## config.mk

```make
export PLATFORM = sky130hd
export DESIGN_NAME = binomial_coefficient_unit
export DESIGN_NICKNAME = d
export VERILOG_FILES = /design/src/design/bc_pkg.sv /design/src/design/binomial_coefficient_unit.sv /design/src/design/bc_ctrl.sv /design/src/design/bc_dpath.sv
export SDC_FILE = /design/constraint.sdc
export NUM_CORES = 2
export LEC_CHECK = 0
export BUFFER_PORTS_ARGS = -buffer_cell sky130_fd_sc_hd__buf_2
export CORE_UTILIZATION = 50
export CTS_CLUSTER_SIZE = 40
export DETAILED_ROUTE_END_ITERATION = 8
export PLACE_DENSITY = 0.67
export SYNTH_ARGS = -nofsm -noshare
export SYNTH_HDL_FRONTEND = slang
export SYNTH_HIERARCHICAL = 1
export SYNTH_SLANG_ARGS = --single-unit
```

## constraint.sdc

```tcl
create_clock -name clk -period 22.4 [get_ports clk]
set_input_delay 4.48 -clock clk [delete_from_list [all_inputs] [get_ports clk]]
set_output_delay 4.48 -clock clk [all_outputs]
set_load 0.02 [all_outputs]
```

## src/design/bc_pkg.sv

```systemverilog
`timescale 1ns / 1ps
`default_nettype none
// ----------------------------------------------------------------------------
// bc_pkg: shared types and constants for the binomial coefficient unit
// Item structs, controller states, and the command and status groups that
// join the controller to the datapath.
// ----------------------------------------------------------------------------
package bc_pkg;

  localparam int N_W      = 7;
  localparam int RES_W    = 64;
  localparam int ACC_W    = 132;
  localparam int DIGIT_W  = 4;
  localparam int DIGITS   = ACC_W / DIGIT_W;
  localparam int CNT_W    = $clog2(DIGITS);
  localparam logic [N_W-1:0] MAX_N = N_W'(127);

  typedef struct packed {
    logic [N_W-1:0] n_total;
    logic [N_W-1:0] r_chosen;
  } bc_in_t;

  typedef struct packed {
    logic [RES_W-1:0] coefficient;
    logic             overflow;
  } bc_out_t;

  typedef enum logic [2:0] {
    ST_IDLE,
    ST_CHECK,
    ST_MUL,
    ST_DIV,
    ST_DONE
  } bc_state_t;

  typedef struct packed {
    logic load;
    logic mul;
    logic div;
    logic step;
    logic finish;
  } bc_cmd_t;

  typedef struct packed {
    logic steps_done;
    logic div_last;
  } bc_sts_t;

endpackage
`default_nettype wire

```

## src/design/binomial_coefficient_unit.sv

```systemverilog
`timescale 1ns / 1ps
`default_nettype none
// ----------------------------------------------------------------------------
// binomial_coefficient_unit: exact C(n, r) with 64-bit saturating result
// Usage:
//   Drive in_data (n_total, r_chosen) and raise start. The item is taken at
//   a clock edge with start high and busy low; busy then stays high until
//   the result has been shown.
//   The result appears on out_data for exactly one cycle with out_valid high.
//   The receiver cannot stall; it must take the result in that cycle.
//   r is reduced to k = min(r, n - r); r > n gives 0, k = 0 gives 1, and a
//   result above 64 bits gives all ones with overflow set.
// Sequence:
//   Each of the k steps is a check, a multiply and a digit-serial divide
//   (the 132-bit running product divided by i+1, four quotient bits per
//   cycle); a last check then finishes the item. busy falls the cycle
//   after out_valid, and no new item is taken before then.
// Reset:
//   rst_n low returns the controller to idle; any item in flight is dropped.
// ----------------------------------------------------------------------------
module binomial_coefficient_unit (
  input  wire logic           clk,
  input  wire logic           rst_n,
  input  wire logic           start,
  output logic                busy,
  input  wire bc_pkg::bc_in_t in_data,
  output logic                out_valid,
  output bc_pkg::bc_out_t     out_data
);
  import bc_pkg::*;

  bc_cmd_t cmd;
  bc_sts_t sts;

  bc_ctrl u_ctrl (
    .clk       (clk),
    .rst_n     (rst_n),
    .start     (start),
    .sts       (sts),
    .cmd       (cmd),
    .busy      (busy),
    .out_valid (out_valid)
  );

  bc_dpath u_dpath (
    .clk      (clk),
    .in_data  (in_data),
    .cmd      (cmd),
    .sts      (sts),
    .out_data (out_data)
  );

endmodule
`default_nettype wire

```

## src/design/bc_ctrl.sv

```systemverilog
`timescale 1ns / 1ps
`default_nettype none
// ----------------------------------------------------------------------------
// bc_ctrl: sequencer for the binomial coefficient unit
// Walks each item through its multiply and digit-serial divide steps.
// ----------------------------------------------------------------------------
module bc_ctrl (
  input  wire logic            clk,
  input  wire logic            rst_n,
  input  wire logic            start,
  input  wire bc_pkg::bc_sts_t sts,
  output bc_pkg::bc_cmd_t      cmd,
  output logic                 busy,
  output logic                 out_valid
);
  import bc_pkg::*;

  bc_state_t state_r, state_nxt;

  always_ff @(posedge clk) begin
    if (!rst_n) begin
      state_r <= ST_IDLE;
    end else begin
      state_r <= state_nxt;
    end
  end

  always_comb begin
    state_nxt = state_r;
    unique case (state_r)
      ST_IDLE: begin
        if (start) begin
          state_nxt = ST_CHECK;
        end
      end
      ST_CHECK: begin
        state_nxt = sts.steps_done ? ST_DONE : ST_MUL;
      end
      ST_MUL: begin
        state_nxt = ST_DIV;
      end
      ST_DIV: begin
        if (sts.div_last) begin
          state_nxt = ST_CHECK;
        end
      end
      ST_DONE: begin
        state_nxt = ST_IDLE;
      end
      default: begin
        state_nxt = ST_IDLE;
      end
    endcase
  end

  always_comb begin
    cmd       = '0;
    busy      = 1'b1;
    out_valid = 1'b0;
    unique case (state_r)
      ST_IDLE: begin
        busy     = 1'b0;
        cmd.load = start;
      end
      ST_CHECK: begin
        cmd.finish = sts.steps_done;
      end
      ST_MUL: begin
        cmd.mul = 1'b1;
      end
      ST_DIV: begin
        cmd.div  = 1'b1;
        cmd.step = sts.div_last;
      end
      ST_DONE: begin
        out_valid = 1'b1;
      end
      default: begin
        busy = 1'b1;
      end
    endcase
  end

endmodule
`default_nettype wire

```

## src/design/bc_dpath.sv

```systemverilog
`timescale 1ns / 1ps
`default_nettype none
// ----------------------------------------------------------------------------
// bc_dpath: exact wide datapath for the binomial coefficient unit
// Running product with a small-factor multiply and a restoring divide that
// retires four quotient bits per cycle.
// ----------------------------------------------------------------------------
module bc_dpath (
  input  wire logic            clk,
  input  wire bc_pkg::bc_in_t  in_data,
  input  wire bc_pkg::bc_cmd_t cmd,
  output bc_pkg::bc_sts_t      sts,
  output bc_pkg::bc_out_t      out_data
);
  import bc_pkg::*;

  logic [N_W-1:0]   n_r, n_nxt;
  logic [N_W-1:0]   k_r, k_nxt;
  logic [N_W-1:0]   i_r, i_nxt;
  logic [N_W-1:0]   rem_r, rem_nxt;
  logic [CNT_W-1:0] dcnt_r, dcnt_nxt;
  logic [ACC_W-1:0] acc_r, acc_nxt;
  bc_out_t          out_r, out_nxt;

  logic [N_W-1:0]       n_minus_r;
  logic                 r_gt_n;
  logic                 out_of_range;
  logic [N_W-1:0]       factor;
  logic [N_W-1:0]       divisor;
  logic [ACC_W+N_W-1:0] prod;
  logic [N_W-1:0]       rem_w;
  logic [N_W:0]         rem_t;
  logic [ACC_W-1:0]     quo_w;

  assign n_minus_r    = in_data.n_total - in_data.r_chosen;
  assign r_gt_n       = in_data.r_chosen > in_data.n_total;
  assign out_of_range = r_gt_n || (in_data.n_total > MAX_N);
  assign factor       = n_r - i_r;
  assign divisor      = i_r + N_W'(1);
  assign prod         = {{N_W{1'b0}}, acc_r} * {{ACC_W{1'b0}}, factor};

  // four restoring steps per cycle, rem stays below the divisor
  always_comb begin
    rem_w = rem_r;
    quo_w = acc_r;
    rem_t = '0;
    for (int j = 0; j < DIGIT_W; j++) begin
      rem_t = {rem_w, quo_w[ACC_W-1]};
      quo_w = {quo_w[ACC_W-2:0], 1'b0};
      if (rem_t >= {1'b0, divisor}) begin
        rem_t    = rem_t - {1'b0, divisor};
        quo_w[0] = 1'b1;
      end
      rem_w = rem_t[N_W-1:0];
    end
  end

  always_comb begin
    n_nxt    = n_r;
    k_nxt    = k_r;
    i_nxt    = i_r;
    rem_nxt  = rem_r;
    dcnt_nxt = dcnt_r;
    acc_nxt  = acc_r;
    out_nxt  = out_r;
    if (cmd.load) begin
      n_nxt   = in_data.n_total;
      i_nxt   = '0;
      acc_nxt = out_of_range ? '0 : ACC_W'(1);
      if (out_of_range) begin
        k_nxt = '0;
      end else if (in_data.r_chosen > n_minus_r) begin
        k_nxt = n_minus_r;
      end else begin
        k_nxt = in_data.r_chosen;
      end
    end
    if (cmd.mul) begin
      acc_nxt  = prod[ACC_W-1:0];
      rem_nxt  = '0;
      dcnt_nxt = '0;
    end
    if (cmd.div) begin
      acc_nxt  = quo_w;
      rem_nxt  = rem_w;
      dcnt_nxt = dcnt_r + CNT_W'(1);
    end
    if (cmd.step) begin
      i_nxt = i_r + N_W'(1);
    end
    if (cmd.finish) begin
      out_nxt.overflow    = |acc_r[ACC_W-1:RES_W];
      out_nxt.coefficient = out_nxt.overflow ? '1 : acc_r[RES_W-1:0];
    end
  end

  always_ff @(posedge clk) begin
    n_r    <= n_nxt;
    k_r    <= k_nxt;
    i_r    <= i_nxt;
    rem_r  <= rem_nxt;
    dcnt_r <= dcnt_nxt;
    acc_r  <= acc_nxt;
    out_r  <= out_nxt;
  end

  assign sts.steps_done = (i_r == k_r);
  assign sts.div_last   = (dcnt_r == CNT_W'(DIGITS - 1));
  assign out_data       = out_r;

endmodule
`default_nettype wire

```

==> impl_metrics.ini <==
[synthesis]
synth_area_per_cell_um2 = 8.34
synth_compound_area_share_pct = 11.6
synth_top_family_by_area = adder cells
ys_warn_count = 6
synth_ff_type = edfxtp_1
async_flop_share_pct = 0
synth_simple_gate_area_share_pct = 19.7
synthAdderAreaFrac_pct = 36.1
synthTopCellsByCount = 1063 x inv_1, 737 x nand2_1, 638 x fa_1
synth.top_cell.area_share_pct = 30.4
ys_seq_area_share_pct = 16.7
synth_top_cell_by_area = fa_1
synth-edff-count = 231
synthTopCellsByArea = fa_1 30%, edfxtp_1 17%, inv_1 9.5%, nand2_1 6.6%, ha_1 5.6%
yosysMostFrequentCell = inv_1
synthMuxAreaShare_pct = 0.540
netlist_area_um2 = 41900
synthCells = 5031
synth-seq-cells = 234
synth_xor_area_share_pct = 3.36
synth_fp_nets = 5873
synth.distinct_cells = 94

[critical_path]
crit_family = compound AO/OA/AOI/OAI gates
ff2ff_path_depth = 33
cp_slowest_cell = a2111oi_0
slowest_delay_ns = 1.14
reg2reg_slack_ns = 12.70
endpoint_kind = flop
critical_path_class = reg -> reg
worstPathArrival_ns = 10.02
cpMostUsedCell = inv_1
path_buf_inv = 8
crit_required_ns = 22.72
r2r_start = u_dpath/i_r[0]
r2r_end = u_dpath/acc_r[88]
cp-startpoint = u_dpath/i_r[0]
startpoint_type = flop
cp_max_fo = 79

[die]
core_area_um2 = 82500
die_height_um = 292
ios = 84
die_x_um = 292
initial_core_util_pct = 50.8
num_rows = 105
die_area_um2 = 85100

[grt]
grt_max_degree = 131
grt_pass1_vias = 34267
gr-usage-all-layers_pct = 27.1
antenna_found_initial = 1
overflow = 0
grt_pass1_wl_um = 185000

[sta]
fmax_ghz = 0.103
finalSetupTns_ns = 0
rsz0062_at_grt = no
hold_violations = 0
finalMaxSlewViolations = 0
finalCritPeriodShare_pct = 43.3
holdWs_ns = 0.584
slew_headroom_pct = 15.3
worstMarginPinSlew_ns = 1.24
fin_skew_ns = 0.0269
setup_violations = 0
min_period_ns = 9.70

[finish]
drive_above_1_share_pct = 5.74
diodes = 0
final_core_util_pct = 53.6
syn_to_final_growth_pct = 5.36
stdcell_area_um2 = 44200
nets = 5743
fillers = 7650

[clock_tree]
post_cts_resize_count = 0
cts_tree = done
insertion_delay_ns = 0.57
cts.clk_slew.worst_paths_ns = 0.06
ctsHoldBuffers = 0
cts-root-buf = clkbuf_16
max-clock-path-buffers = 3
cts_sinks = 234
cts_buffers = 36
post-cts-setup-buffer-count = 0
cts_htree_levels = 2

[routing]
num_vias = 33538
viasPerCell = 5.59
routed_wl_um = 113000
drt-initial-drc-count = 2326
ant_nets = 0
drc_errors = 0
first_pass_iters = 5
wl_per_cell_um = 18.8

[job]
drv_cap = 0

[placed_design]
dpl_cell_area_um2 = 42900
hpwl_um = 83000
place.gp.congestion = 0.956
portBuffers = 83

[worst_hold_path]
whs_endpoint = u_ctrl/state_r[1]
hp-start = u_ctrl/state_r[1]
whs_path_depth = 2
hold_path.class = reg -> reg

[outcome]
status = finished clean
## per-layer routing
layer | wire, um | global-route usage, %
met1 | 48200 | 36.8
met2 | 53900 | 45.0
met3 | 7380 | 3.45
met4 | 3350 | 8.52
met5 | 7 | 0
## registers in the layout (all words and copies together), names as in the netlist
register / cells
u_ctrl/state_r: 3
u_dpath/acc_r: 132
u_dpath/dcnt_r: 6
u_dpath/i_r: 7
u_dpath/k_r: 7
u_dpath/n_r: 7
u_dpath/out_data: 65
u_dpath/rem_r: 7
## layout make-up
class	count	area, um2	share of cell area, %
timing repair buffer	109	636	1.44
tap	1070	1340	3.03
multi-input combinational	3456	30000	67.8
clock buffer	45	997	2.26
inverter	1064	3990	9.04
sequential	234	7000	15.8
clock inverter	19	260	0.589
## cell usage in the layout (no fill, tap or decap), types with 83 or more instances in the layout
cell	instances
a21o_1	105
buf_2	83
edfxtp_1	231
a21oi_1	221
xnor2_1	95
ha_1	186
o21ai_0	226
nor2_1	131
nand2b_1	122
inv_1	1063
and2_1	333
fa_1	637
nand2_1	736
## stage by stage
| step | worst slack (ns) | cells |
|---|---|---|
| 2_1_floorplan | 14.00 | 5031 |
| 3_3_place_gp | 12.78 | 5933 |
| 3_5_place_dp | 12.72 | 5933 |
| 4_1_cts | 12.71 | 5997 |
| 5_1_grt | 12.01 | 5997 |
| 6_report | 12.70 | 5997 |
## worst max-delay path by stage
stage                             end  depth (start not counted)
floorplan            u_dpath/acc_r[0]                          3
global placement     u_dpath/rem_r[3]                         33
detailed placement   u_dpath/rem_r[3]                         33
CTS                  u_dpath/rem_r[4]                         33
global route         u_dpath/rem_r[2]                         33
finish              u_dpath/acc_r[88]                         33
## cell families after synthesis
| group | Yosys count |
|---|---|
| DFF | 234 |
| buffers and inverters | 1341 |
| muxes | 21 |
| and+or+nand+nor | 1671 |
| AOI/OAI and AO/OA | 777 |
| adders and majority gates | 826 |
| xor gates and xnor gates | 161 |
## worst register-to-register path, delay by kind of cell, from the launching register on
family | cells | cell delay [ns]
buf+inv | 8 | 1.83
simple gates | 8 | 1.39
xor+xnor | 1 | 0.14
flops | 1 | 0.52
compound gates | 9 | 2.86
fa+ha+maj | 7 | 2.71
Power is left out: the tool's default activity adds up to more than one toggle a clock period on the data nets, which glitch-free logic cannot reach.
